File: src/rcbd_pkg.sv
// Shared constants and byte codes for the remote command byte decoder.
// Depends on nothing; imported by every module of the block.
`timescale 1ns / 1ps
`default_nettype none

package rcbd_pkg;

  // Default number of bytes kept per parameter frame, opening brace included.
  localparam int unsigned FrameCapacityDef = 64;

  // Widths of the stream payloads.
  localparam int unsigned InDataW  = 8;
  localparam int unsigned OutDataW = 48;
  localparam int unsigned ValueW   = 32;

  // Turn mode control bytes.
  localparam logic [7:0] ByteTurnOn   = 8'h4B;
  localparam logic [7:0] ByteTurnOffI = 8'h49;
  localparam logic [7:0] ByteTurnOffJ = 8'h4A;

  // Direction bytes.
  localparam logic [7:0] ByteDirBase  = 8'h40;
  localparam logic [7:0] ByteDirFirst = 8'h41;
  localparam logic [7:0] ByteDirLast  = 8'h48;
  localparam logic [7:0] ByteDirFwd   = 8'h41;
  localparam logic [7:0] ByteDirBack  = 8'h45;
  localparam logic [7:0] ByteRawLast  = 8'h08;
  localparam logic [7:0] ByteSteerR   = 8'h43;
  localparam logic [7:0] ByteSteerL   = 8'h47;

  // Frame bytes.
  localparam logic [7:0] ByteOpen     = 8'h7B;
  localparam logic [7:0] ByteClose    = 8'h7D;
  localparam logic [7:0] ByteReport   = 8'h50;
  localparam logic [7:0] ByteSave     = 8'h57;
  localparam logic [7:0] ByteNoWrite  = 8'h23;
  localparam logic [7:0] AsciiZero    = 8'h30;
  localparam logic [7:0] AsciiSix     = 8'h36;

endpackage

`default_nettype wire

File: src/rcbd_acc.sv
// Decimal accumulation step: value * 10 + (byte - '0'), clamped to signed 32 bits.
// Depends on rcbd_pkg for the ASCII zero offset and the value width.
`timescale 1ns / 1ps
`default_nettype none

module rcbd_acc
  import rcbd_pkg::*;
(
  input  wire logic signed [ValueW-1:0] acc_i,
  input  wire logic        [7:0]        byte_i,
  output logic      signed [ValueW-1:0] acc_o
);

  localparam int unsigned WideW = ValueW + 5;
  localparam logic signed [WideW-1:0] WideMax = WideW'(signed'({1'b0, {(ValueW-1){1'b1}}}));
  localparam logic signed [WideW-1:0] WideMin = -WideMax - WideW'(1);

  logic signed [WideW-1:0] acc_wide;
  logic signed [WideW-1:0] times_ten;
  logic signed [WideW-1:0] digit;
  logic signed [WideW-1:0] sum;

  // Times ten as two shifts, then the digit offset; the wide sum cannot overflow.
  always_comb begin
    acc_wide  = WideW'(acc_i);
    times_ten = (acc_wide <<< 3) + (acc_wide <<< 1);
    digit     = WideW'($signed({1'b0, byte_i})) - WideW'($signed({1'b0, AsciiZero}));
    sum       = times_ten + digit;
    if (sum > WideMax) begin
      acc_o = WideMax[ValueW-1:0];
    end else if (sum < WideMin) begin
      acc_o = WideMin[ValueW-1:0];
    end else begin
      acc_o = sum[ValueW-1:0];
    end
  end

endmodule

`default_nettype wire

File: src/remote_command_byte_decoder_top.sv
// Remote command byte decoder, top level.
// The result of an accepted byte is registered and shows on the master side
// in the next cycle. Throughput: one byte per cycle while results are taken;
// the frame state and the result register are both updated at the accepting
// edge, and the result register frees itself in the cycle the result is taken.
// Reset: all control and frame state clears to zero, no result is pending.
`timescale 1ns / 1ps
`default_nettype none

module remote_command_byte_decoder_top
  import rcbd_pkg::*;
#(
  parameter int unsigned FrameCapacity = FrameCapacityDef
) (
  input  wire logic                clk_i,
  input  wire logic                rst_ni,
  // Slave side: tdata = rx_byte[7:0]; tuser = dir_hold[0].
  input  wire logic                s_axis_tvalid,
  output logic                     s_axis_tready,
  input  wire logic [InDataW-1:0]  s_axis_tdata,
  input  wire logic                s_axis_tuser,
  // Master side: tdata = turn_mode[0], direction[4:1], steer_left[5],
  // steer_right[6], param_write[7], param_select[10:8], param_value[42:11],
  // report_request[43], flash_save_request[44], zero pad[47:45].
  output logic                     m_axis_tvalid,
  input  wire logic                m_axis_tready,
  output logic [OutDataW-1:0]      m_axis_tdata
);

  localparam int unsigned CntW = $clog2(FrameCapacity + 1);

  // Persistent state.
  logic                     collecting_q, collecting_d;
  logic [CntW-1:0]          cnt_q, cnt_d;
  logic [7:0]               id_q, id_d;
  logic [7:0]               fourth_q, fourth_d;
  logic signed [ValueW-1:0] acc_q, acc_d;
  logic                     turn_q, turn_d;
  logic [3:0]               dir_q, dir_d;
  logic                     left_q, left_d;
  logic                     right_q, right_d;

  // Result register.
  logic                     out_valid_q;
  logic                     pw_q, pw_d;
  logic [2:0]               psel_q, psel_d;
  logic signed [ValueW-1:0] pval_q, pval_d;
  logic                     rep_q, rep_d;
  logic                     fsave_q, fsave_d;

  logic                     accept;
  logic [7:0]               rx_byte;
  logic                     dir_hold;
  logic                     closing;
  logic signed [ValueW-1:0] acc_step;

  assign rx_byte       = s_axis_tdata;
  assign dir_hold      = s_axis_tuser;
  assign s_axis_tready = !out_valid_q || m_axis_tready;
  assign accept        = s_axis_tvalid && s_axis_tready;
  assign closing       = (rx_byte == ByteClose);

  rcbd_acc u_acc (
    .acc_i  (acc_q),
    .byte_i (rx_byte),
    .acc_o  (acc_step)
  );

  // Turn mode, drive direction and steer flags.
  always_comb begin
    turn_d  = turn_q;
    dir_d   = dir_q;
    left_d  = left_q;
    right_d = right_q;
    if (rx_byte == ByteTurnOn) begin
      turn_d = 1'b1;
    end else if (rx_byte == ByteTurnOffI || rx_byte == ByteTurnOffJ) begin
      turn_d = 1'b0;
    end
    if (!dir_hold) begin
      if (!turn_d) begin
        if (rx_byte >= ByteDirFirst && rx_byte <= ByteDirLast) begin
          dir_d = 4'(rx_byte - ByteDirBase);
        end else if (rx_byte <= ByteRawLast) begin
          dir_d = rx_byte[3:0];
        end else begin
          dir_d = 4'd0;
        end
      end else begin
        left_d  = (rx_byte == ByteSteerL);
        right_d = (rx_byte == ByteSteerR);
        if (rx_byte == ByteDirFwd || rx_byte == ByteDirBack) begin
          dir_d = 4'(rx_byte - ByteDirBase);
        end else begin
          dir_d = 4'd0;
        end
      end
    end
  end

  // Frame collection and the decision taken at the closing brace.
  always_comb begin
    collecting_d = collecting_q || (rx_byte == ByteOpen);
    cnt_d        = cnt_q;
    id_d         = id_q;
    fourth_d     = fourth_q;
    acc_d        = acc_q;
    pw_d         = 1'b0;
    psel_d       = 3'd0;
    pval_d       = '0;
    rep_d        = 1'b0;
    fsave_d      = 1'b0;
    if (closing) begin
      if (fourth_q == ByteReport) begin
        rep_d = 1'b1;
      end else if (fourth_q == ByteSave) begin
        fsave_d = 1'b1;
      end else if (id_q != ByteNoWrite && id_q >= AsciiZero && id_q <= AsciiSix) begin
        pw_d   = 1'b1;
        psel_d = 3'(id_q - AsciiZero);
        pval_d = acc_q;
      end
      collecting_d = 1'b0;
      cnt_d        = '0;
      id_d         = 8'd0;
      fourth_d     = 8'd0;
      acc_d        = '0;
    end else if (collecting_d && cnt_q < CntW'(FrameCapacity)) begin
      if (cnt_q == CntW'(1)) begin
        id_d = rx_byte;
      end
      if (cnt_q == CntW'(3)) begin
        fourth_d = rx_byte;
      end
      if (cnt_q >= CntW'(3)) begin
        acc_d = acc_step;
      end
      cnt_d = cnt_q + CntW'(1);
    end
  end

  // State and valid flag load at the accepting edge; valid clears once taken.
  always_ff @(posedge clk_i or negedge rst_ni) begin
    if (!rst_ni) begin
      collecting_q <= 1'b0;
      cnt_q        <= '0;
      id_q         <= 8'd0;
      fourth_q     <= 8'd0;
      acc_q        <= '0;
      turn_q       <= 1'b0;
      dir_q        <= 4'd0;
      left_q       <= 1'b0;
      right_q      <= 1'b0;
      out_valid_q  <= 1'b0;
    end else begin
      if (accept) begin
        collecting_q <= collecting_d;
        cnt_q        <= cnt_d;
        id_q         <= id_d;
        fourth_q     <= fourth_d;
        acc_q        <= acc_d;
        turn_q       <= turn_d;
        dir_q        <= dir_d;
        left_q       <= left_d;
        right_q      <= right_d;
        out_valid_q  <= 1'b1;
      end else if (m_axis_tready) begin
        out_valid_q  <= 1'b0;
      end
    end
  end

  // Result payload needs no reset.
  always_ff @(posedge clk_i) begin
    if (accept) begin
      pw_q    <= pw_d;
      psel_q  <= psel_d;
      pval_q  <= pval_d;
      rep_q   <= rep_d;
      fsave_q <= fsave_d;
    end
  end

  assign m_axis_tvalid = out_valid_q;
  assign m_axis_tdata  = {3'b000, fsave_q, rep_q, pval_q, psel_q, pw_q,
                          right_q, left_q, dir_q, turn_q};

  // A request and a parameter write never come from the same frame end.
  assert property (@(posedge clk_i) disable iff (!rst_ni)
    out_valid_q |-> !((rep_q && fsave_q) || (pw_q && (rep_q || fsave_q))))
    else $error("more than one frame action in one result");

  // Without a write the select and value fields read as zero.
  assert property (@(posedge clk_i) disable iff (!rst_ni)
    (out_valid_q && !pw_q) |-> (psel_q == 3'd0 && pval_q == '0))
    else $error("select or value not zero without a write");

  // The frame count never passes the capacity.
  assert property (@(posedge clk_i) disable iff (!rst_ni)
    cnt_q <= CntW'(FrameCapacity))
    else $error("frame count beyond capacity");

  // Outside a frame nothing is stored.
  assert property (@(posedge clk_i) disable iff (!rst_ni)
    !collecting_q |-> (cnt_q == '0 && id_q == 8'd0 && fourth_q == 8'd0 && acc_q == '0))
    else $error("frame store not clear outside a frame");

  // A closing brace always leaves the frame state cleared.
  assert property (@(posedge clk_i) disable iff (!rst_ni)
    (accept && closing) |=> (!collecting_q && cnt_q == '0))
    else $error("frame not cleared after closing brace");

endmodule

`default_nettype wire
File: config.mk
export PLATFORM = sky130hd
export DESIGN_NAME = remote_command_byte_decoder_top
export DESIGN_NICKNAME = d
export VERILOG_FILES = /design/src/rcbd_pkg.sv /design/src/rcbd_acc.sv /design/src/remote_command_byte_decoder_top.sv
export SDC_FILE = /design/constraint.sdc
export NUM_CORES = 1
export LEC_CHECK = 0
export BUFFER_PORTS_ARGS = -buffer_cell sky130_fd_sc_hd__buf_2
export CAP_MARGIN = 20
export CORE_MARGIN = 2
export CORE_UTILIZATION = 35
export DETAILED_ROUTE_END_ITERATION = 16
export HOLD_SLACK_MARGIN = 0.05
export PLACE_DENSITY = 0.53
export SLEW_MARGIN = 10
export SYNTH_ARGS = -nofsm -noshare
export SYNTH_HDL_FRONTEND = slang
export SYNTH_SLANG_ARGS = --single-unit
File: constraint.sdc
create_clock -name clk_i -period 5.8 [get_ports clk_i]
set_clock_uncertainty 0.15 [all_clocks]
set_input_delay 0.58 -clock clk_i [delete_from_list [all_inputs] [get_ports clk_i]]
set_output_delay 0.58 -clock clk_i [all_outputs]
set_load 0.01 [all_outputs]
==> results of run 1 <==
==> layout by cell type, fill, tap and decap left out, types with 8 or more instances in the layout <==
cell,netlist,layout
nand2_1,101,101
a21oi_1,75,75
ha_1,70,70
dfrtp_1,64,64
buf_2,12,59
and2_1,41,41
o21ai_0,40,39
edfxtp_1,38,38
nor2_1,36,36
xnor2_1,35,35
nand3_1,29,29
xor2_1,25,25
inv_1,23,23
o211ai_1,22,22
a21o_1,20,20
nor3_1,16,15
nand4_1,12,12
o211ai_2,12,12
o21a_1,11,11
and3_1,11,11
clkbuf_16,0,9
o21bai_1,8,8
o31ai_1,9,8
==> worst max-delay path by stage <==
stage,startpoint,end,slack (ns),cells past startpoint
3_5_place_dp,acc_q[0],acc_q[12],0.21,21
2_1_floorplan,s_axis_tdata[4],acc_q[13],0.14,15
4_1_cts,acc_q[0],acc_q[26],0.20,21
6_report,acc_q[0],acc_q[26],0.35,21
3_3_place_gp,acc_q[0],acc_q[29],0.28,21
5_1_grt,acc_q[0],acc_q[8],0.03,22
==> through the flow <==
stage | cells | setup WS [ns]
6_report | 1196 | 0.3550
5_1_grt | 1196 | 0.02824
4_1_cts | 1196 | 0.2046
3_5_place_dp | 1180 | 0.2058
3_3_place_gp | 1180 | 0.2783
2_1_floorplan | 868 | 0.1437
==> critical path: stages (launching register included) <==
cell       delay [ns]
dfrtp_1          0.44
ha_1             0.25
fa_1             0.40
a21o_1           0.21
nand4_1          0.12
a21oi_1          0.14
o21a_1           0.23
o2111ai_1        0.35
a21oi_1          0.18
or3_1            0.35
xor2_1           0.15
ha_1             0.38
nand2_1          0.15
o21ai_0          0.41
or3_1            0.17
a21oi_1          0.04
mux2i_1          0.13
nand4_1          0.17
nor4_2           0.41
a21oi_2          0.12
buf_12           0.19
o211ai_1         0.19
==> cell type report <==
type                            count  area [sq um]  area share (%)
Tap cell                          285         356.6           4.043
Sequential cell                   102          2743           31.09
Inverter                           23         86.33          0.9787
Timing Repair Buffer               68         387.9           4.397
Clock inverter                      5         35.03          0.3972
Clock buffer                       11         232.7           2.638
Multi-Input combinational cell    702          4980           56.45
==> kinds of logic after synthesis <==
family	Yosys count	share of synthesized area, %
buf+inv	64	4.096
compound gates	276	24.81
xor+xnor	61	6.770
mux	5	0.6723
other cells	1	0.04686
flops	102	34.27
simple gates	285	17.89
fa+ha+maj	72	11.44
==> sequential cells by signal, summed over array words and instances, names as in the netlist, 3 cells and up <==
signal    flops
fourth_q      8
pval_q       32
acc_q        32
cnt_q         7
psel_q        3
id_q          8
dir_q         4
==> per-layer routing <==
| metal | share of wire (%) | vias up | global-route usage (%) | routed length, um |
|---|---|---|---|---|
| met5 | 0 | - | 0 | 0 |
| met3 | 2.9 | 27 | 2.674 | 584 |
| met4 | 2.1 | 0 | 5.461 | 411 |
| met1 | 49 | 3130 | 22.90 | 9733 |
| li1 | - | 3291 | - | - |
| met2 | 46 | 96 | 27.03 | 9114 |
==> timing repair <==
action,in CTS,in global routing
setup endpoints to repair,0,30
hold buffers,0,0
buffers inserted,0,0
endpoints found under the hold margin,0,0
gates resized for setup,0,6
==> metrics.yaml, run 1 <==
run_status: "completed"
placed_cell_area_sq_um: 8531
synth_most_common_cell: "nand2_1"
crit_fanout: 29
ys_seq_area_share_pct: 34.27
dpl.hpwl_um: 14690
synth_area_leader_cell: "dfrtp_1"
syn_area_sq_um: 8003
vias_per_cell: 5.472
rsz0062_at_grt: "false"
grtUsageTotal_pct: 16.71
ys_seq_elements: 102
ios: 63
fillCellCount: 2269
min-delay-start: "s_axis_tvalid"
die_w_um: 155.2
synth_top_area_share_pct: 20.01
cts_root_buf: "clkbuf_16"
cts.sinks: 102
ff2ff_path_depth: 21
arrival_ns: 5.56
fp.coreArea_sq_um: 22570
drt_first_pass_iters: 4
io_buffers: 59
die_area_sq_um: 24090
dr_total_vias: 6544
yosysWarnings: 0
overflow: 0
slew_violations: 0
dr.first_iter.drc_count: 394
finalCritPeriodShare_pct: 93.88
grt_first_pass_wirelength_um: 31970
grt_pass1_vias: 6087
clock_path_buffers: 2
wl_per_cell_um: 16.59
fp.dieH_um: 155.2
drive_gt1_share_pct: 14.71
grt_max_degree: 65
maxCapViolCount: 0
timing.fmax_ghz: 0.1837
yosysUniqueCellTypes: 86
fin_area_sq_um: 8821
numCtsBuffers: 9
hold_viol: 0
endpoint_kind: "register"
ys.flop_type: "dfrtp_1"
setup_tns_ns: 0
synth_area_leaders: "dfrtp_1 20%, edfxtp_1 14%, ha_1 11%"
worstSkewPairLatency_ns: 0.35
r2r_setup_slack_ns: 0.35
worst-slew-pin-transition_ns: 0.9969
htreeDepth: 3
start_util_pct: 35.45
wl_um: 19840
antenna_found_initial: 0
area_delta_synth_final_pct: 10.23
hold_depth: 2
period_needed_ns: 5.445
ant_nets: 0
final_core_util_pct: 39.08
synthArstFlopShare_pct: 62.75
r2r-end: "acc_q[26]"
num_rows: 55
cts_tree: "yes"
synthCells: 866
cp-start-kind: "register"
synth_edf_count: 38
crit_type: "reg -> reg"
diodes: 0
worst_ep_required_time_ns: 5.92
drc: 0
path_clk_slew_ns: 0.07
whs_ns: 0.2811
hp-class: "in -> reg"
worstHoldEndpoint: "m_axis_tvalid"
finalSetupViolCount: 0
rr_startpoint: "acc_q[0]"
synthTopCellsByCount: "101 x nand2_1, 75 x a21oi_1, 70 x ha_1"
nets: 991
place_congestion: 0.8696
syn_area_per_cell_sq_um: 9.241
maxSlewHeadroom_pct: 33.23
Power of run 1 is left out: the tool's default activity adds up to more than one toggle a clock period on the data nets, which glitch-free logic cannot reach.
==> inputs of run 2 (changes only) <==
--- a/config.mk
+++ b/config.mk
@@ -9,8 +9,8 @@
 export CAP_MARGIN = 20
 export CORE_MARGIN = 2
-export CORE_UTILIZATION = 35
+export CORE_UTILIZATION = 51
 export DETAILED_ROUTE_END_ITERATION = 16
 export HOLD_SLACK_MARGIN = 0.05
-export PLACE_DENSITY = 0.53
+export PLACE_DENSITY = 0.72
 export SLEW_MARGIN = 10
 export SYNTH_ARGS = -nofsm -noshare
--- a/constraint.sdc
+++ b/constraint.sdc
@@ -3,3 +3,3 @@
 set_input_delay 0.58 -clock clk_i [delete_from_list [all_inputs] [get_ports clk_i]]
 set_output_delay 0.58 -clock clk_i [all_outputs]
-set_load 0.01 [all_outputs]
+set_load 0.02 [all_outputs]
==> metrics.yaml, run 2 (synthesis results as in run 1) <==
run_status: "completed"  # unchanged
die_w_um: 129.3  # was 155.2 um
slew_violations: 0  # unchanged
diodes: 0  # unchanged
hold_buffers: 0  # unchanged
wl_per_cell_um: 16.56  # was 16.59 um
area_delta_synth_final_pct: 9.537  # was 10.23%
io_buffers: 59  # unchanged
finalCritPeriodShare_pct: 93.71  # was 93.88%
hold_viol: 0  # unchanged
crit_chain: "ha_1 -> fa_1 -> a21o_1 -> nand4_1 -> a21oi_1 -> o21a_1 -> o2111ai_1 -> a21oi_1 -> o31ai_1 -> xnor2_1 -> ha_1 -> nand2_1 -> nor2_1 -> a221o_1 -> o31ai_4 -> a21oi_2 -> xnor2_2 -> o21ai_2 -> o31a_1 -> a311o_1"  # was ha_1 -> fa_1 -> a21o_1 -> nand4_1 -> a21oi_1 -> o21a_1 -> o2111ai_1 -> a21oi_1 -> or3_1 -> xor2_1 -> ha_1 -> nand2_1 -> o21ai_0 -> or3_1 -> a21oi_1 -> mux2i_1 -> nand4_1 -> nor4_2 -> a21oi_2 -> buf_12 -> o211ai_1
ios: 63  # unchanged
grtUsageTotal_pct: 22.74  # was 16.71%
worst-slew-pin-transition_ns: 0.8901  # was 0.9969 ns
maxCapViolCount: 0  # unchanged
cp-start-kind: "register"  # unchanged
wl_met3_um: 703  # was 584 um
vias_per_cell: 5.868  # was 5.472
die_area_sq_um: 16710  # was 24090 sq um
dr.first_iter.drc_count: 662  # was 394
antenna_found_initial: 0  # unchanged
pre_cts_slack_ns: 0.3774  # was 0.2058 ns
maxSlewHeadroom_pct: 40.38  # was 33.23%
nets: 991  # unchanged
wl_met1_um: 8977  # was 9733 um
num_rows: 45  # was 55
worst_slack_ns: 0.3651  # was 0.3550 ns
endpoint_kind: "register"  # unchanged
dpl.hpwl_um: 13870  # was 14690 um
drive_gt1_share_pct: 14.49  # was 14.71%
crit_slowest_cell: "o31ai_1"  # was dfrtp_1
cts.sinks: 102  # unchanged
start_util_pct: 52.45  # was 35.45%
fillCellCount: 1357  # was 2269
cts_setup_buffers: 0  # unchanged
grt_first_pass_wirelength_um: 30330  # was 31970 um
fp.coreArea_sq_um: 15260  # was 22570 sq um
htreeDepth: 3  # unchanged
rsz0062_at_grt: "false"  # unchanged
dr_total_vias: 6584  # was 6544
placed_cell_area_sq_um: 8446  # was 8531 sq um
finalSetupViolCount: 0  # unchanged
timing.fmax_ghz: 0.1840  # was 0.1837 GHz
hp-class: "in -> async"  # was in -> reg
worst_ep_required_time_ns: 5.88  # was 5.92 ns
wl_um: 18580  # was 19840 um
clock_path_buffers: 2  # unchanged
cts_tree: "yes"  # unchanged
grt_pass1_vias: 6081  # was 6087
period_needed_ns: 5.435  # was 5.445 ns
fin_area_sq_um: 8766  # was 8821 sq um
fp.dieH_um: 129.3  # was 155.2 um
met2_length_um: 8689  # was 9114 um
setup_tns_ns: 0  # unchanged
arrival_ns: 5.51  # was 5.56 ns
ant_nets: 0  # unchanged
final_common_cell: "nand2_1"  # unchanged
critical-path-max-stage-delay_ns: 0.47  # was 0.44 ns
cts_root_buf: "clkbuf_16"  # unchanged
grt_max_degree: 65  # unchanged
worstSkewPairLatency_ns: 0.35  # about the same
maxUsedRoutingLayer: "met4"  # unchanged
cts_resized: 0  # unchanged
seq_area_sq_um: 2743  # unchanged
reg_top3: "acc_q x32, pval_q x32"  # unchanged
final_cell_mix: "101 x nand2_1, 74 x a21oi_1, 70 x ha_1"  # was 101 x nand2_1, 75 x a21oi_1, 70 x ha_1
overflow: 0  # unchanged
crit_type: "reg -> reg"  # unchanged
drt_first_pass_iters: 6  # was 4
drc: 0  # unchanged
whs_ns: 0.2535  # was 0.2811 ns
place_congestion: 0.8809  # was 0.8696
multi_input_area_sq_um: 4976  # was 4980 sq um
path_clk_slew_ns: 0.07  # about the same
numCtsBuffers: 9  # unchanged
crit_fanout: 9  # was 29
-- run 2: critical path: cells and delay by family, from the launching register on --
family	cells	cell delay, ns
compound gates	12	2.95
fa+ha+maj	3	1.06
flops	1	0.43
xor+xnor	2	0.38
simple gates	3	0.33
-- run 2: routing by layer --
layer	global-route usage (%)	up-vias
li1	-	3289
met3	3.303	18
met4	5.435	0
met1	32.37	3127
met5	0	-
met2	36.81	150
-- run 2: final cells by class --
class | count | area share [%]
timing repair buffer | 68 | 4.510
clock buffer | 12 | 2.812
tap | 211 | 3.012
clock inverter | 4 | 0.6280
sequential | 102 | 31.29
multi-input combinational | 702 | 56.77
inverter | 23 | 0.9849
-- run 2: final timing paths --
kind                          startpoint       endpoint  slack (ns)  cells after the start
min reg2reg                  fourth_q[7]    fourth_q[7]        0.33                      2
max in group asynchronous         rst_ni      acc_q[14]        4.67                      2
max reg2reg                     acc_q[0]       acc_q[9]        0.37                     20
min in group clk_i         s_axis_tvalid  m_axis_tvalid        0.29                      2
min                               rst_ni      acc_q[31]        0.25                      2
max                             acc_q[0]       acc_q[9]        0.37                     20
-- run 2: through the flow --
stage               utilization (%)  std cells
finish                        57.45       1122
global route                  57.45       1122
CTS                           57.33       1122
detailed placement            55.35       1106
global placement              55.25       1105
floorplan                         -        868
Power of run 2 is left out for the same reason.
==> inputs of run 3 (changes only) <==
Settings changed: REMOVE_ABC_BUFFERS set to 1.
==> metrics.yaml, run 3 (synthesis results as in run 1) <==
run_status: "completed"  # unchanged
ant_nets: 0  # unchanged
cts_root_buf: "clkbuf_16"  # unchanged
ios: 63  # unchanged
grt_max_degree: 65  # unchanged
num_rows: 45  # unchanged
multi_input_area_sq_um: 5000  # was 4976 sq um
instances_no_fill: 1127  # was 1122
grt_first_pass_wirelength_um: 31310  # was 30330 um
drive_gt1_share_pct: 15.50  # was 14.49%
cts_setup_buffers: 0  # unchanged
cts_resized: 0  # unchanged
die_w_um: 129.3  # unchanged
fillCellCount: 1353  # was 1357
final_cell_mix: "101 x nand2_1, 73 x a21oi_1, 70 x ha_1"  # was 101 x nand2_1, 74 x a21oi_1, 70 x ha_1
finalSetupViolCount: 0  # unchanged
grt_pass1_vias: 6202  # was 6081
dr_total_vias: 6651  # was 6584
hold_viol: 0  # unchanged
crit_fanout: 20  # was 9
dpl.hpwl_um: 13980  # was 13870 um
antenna_found_initial: 0  # unchanged
rsz0062_at_grt: "false"  # unchanged
arrival_ns: 5.58  # was 5.51 ns
reg_top3: "acc_q x32, pval_q x32"  # unchanged
worstSkewPairLatency_ns: 0.36  # was 0.35 ns
worst_ep_required_time_ns: 5.88  # about the same
finalCritPeriodShare_pct: 94.90  # was 93.71%
timing.fmax_ghz: 0.1817  # was 0.1840 GHz
seq_area_sq_um: 2743  # unchanged
wl_per_cell_um: 16.88  # was 16.56 um
overflow: 0  # unchanged
place_congestion: 0.8902  # was 0.8809
grtUsageTotal_pct: 23.63  # was 22.74%
wl_um: 19030  # was 18580 um
worst-slew-pin-transition_ns: 0.9675  # was 0.8901 ns
fp.coreArea_sq_um: 15260  # unchanged
path_clk_slew_ns: 0.07  # about the same
hp-class: "in -> async"  # unchanged
maxSlewHeadroom_pct: 35.20  # was 40.38%
period_needed_ns: 5.504  # was 5.435 ns
fp.dieH_um: 129.3  # unchanged
clock_path_buffers: 2  # unchanged
crit_type: "reg -> reg"  # unchanged
slew_violations: 0  # unchanged
numCtsBuffers: 9  # unchanged
cts_tree: "yes"  # unchanged
htreeDepth: 3  # unchanged
nets: 996  # was 991
whs_ns: 0.2545  # was 0.2535 ns
placed_cells: 1111  # was 1106
cts.sinks: 102  # unchanged
hold_buffers: 0  # unchanged
dr.first_iter.drc_count: 438  # was 662
drt_first_pass_iters: 5  # was 6
endpoint_kind: "register"  # unchanged
drc: 0  # unchanged
final_common_cell: "nand2_1"  # unchanged
diodes: 0  # unchanged
io_buffers: 59  # unchanged
start_util_pct: 52.45  # unchanged
die_area_sq_um: 16710  # unchanged
vias_per_cell: 5.902  # was 5.868
cp-start-kind: "register"  # unchanged
maxCapViolCount: 0  # unchanged
area_delta_synth_final_pct: 10.57  # was 9.537%
==> run 3: through the flow <==
step	setup slack [ns]	TNS [ns]	area, sq um	util (%)
6_report	0.2959	0	8848	57.99
2_1_floorplan	-0.1146	-2.497	7769	-
3_3_place_gp	0.2585	0	8463	55.47
4_1_cts	0.09994	0	8802	57.69
3_5_place_dp	0.1635	0	8463	55.47
5_1_grt	0.01254	0	8848	57.99
==> run 3: cell type report <==
| class | instances | area share [%] |
|---|---|---|
| Clock buffer | 9 | 2.545 |
| Clock inverter | 7 | 1.287 |
| Inverter | 23 | 0.9757 |
| Multi-Input combinational cell | 702 | 56.50 |
| Sequential cell | 102 | 31.00 |
| Tap cell | 211 | 2.984 |
| Timing Repair Buffer | 73 | 4.709 |
==> run 3: critical path, cell delays in order (launching register included) <==
cell and delay [ns]:
dfrtp_1 0.45, ha_1 0.25, fa_1 0.41, a21o_1 0.21, nand4_1 0.12, a21oi_1 0.14, o21a_1 0.25, o2111ai_2 0.30
a21oi_1 0.13, o31ai_1 0.48, xnor2_1 0.18, ha_1 0.27, nand2_1 0.11, nor2_1 0.07, a221o_1 0.43, o31ai_4 0.30
a211oi_1 0.08, a2bb2oi_1 0.17, and2_4 0.19, a21oi_4 0.31, buf_12 0.24, o211ai_1 0.12
==> run 3: path summary, 6_finish.rpt <==
kind,slack [ns],endpoint,startpoint,depth (start not counted)
worst max-delay path,0.30,acc_q[30],acc_q[2],21
worst min register to register,0.31,fourth_q[3],fourth_q[3],2
worst min-delay path,0.25,acc_q[5],rst_ni,2
min in group clk_i,0.29,m_axis_tvalid,s_axis_tvalid,2
worst max register to register,0.30,acc_q[30],acc_q[2],21
max in group asynchronous,4.69,acc_q[30],rst_ni,2
==> run 3: routing by layer <==
metal  global-route usage, %  part of all wire, %  up-vias
met5                       0                    0        -
met4                   4.859                  1.3        0
met3                   4.583                  4.3       22
met2                   37.21                   45      146
met1                   34.06                   49     3181
li1                        -                    -     3302
Power of run 3 is left out for the same reason.
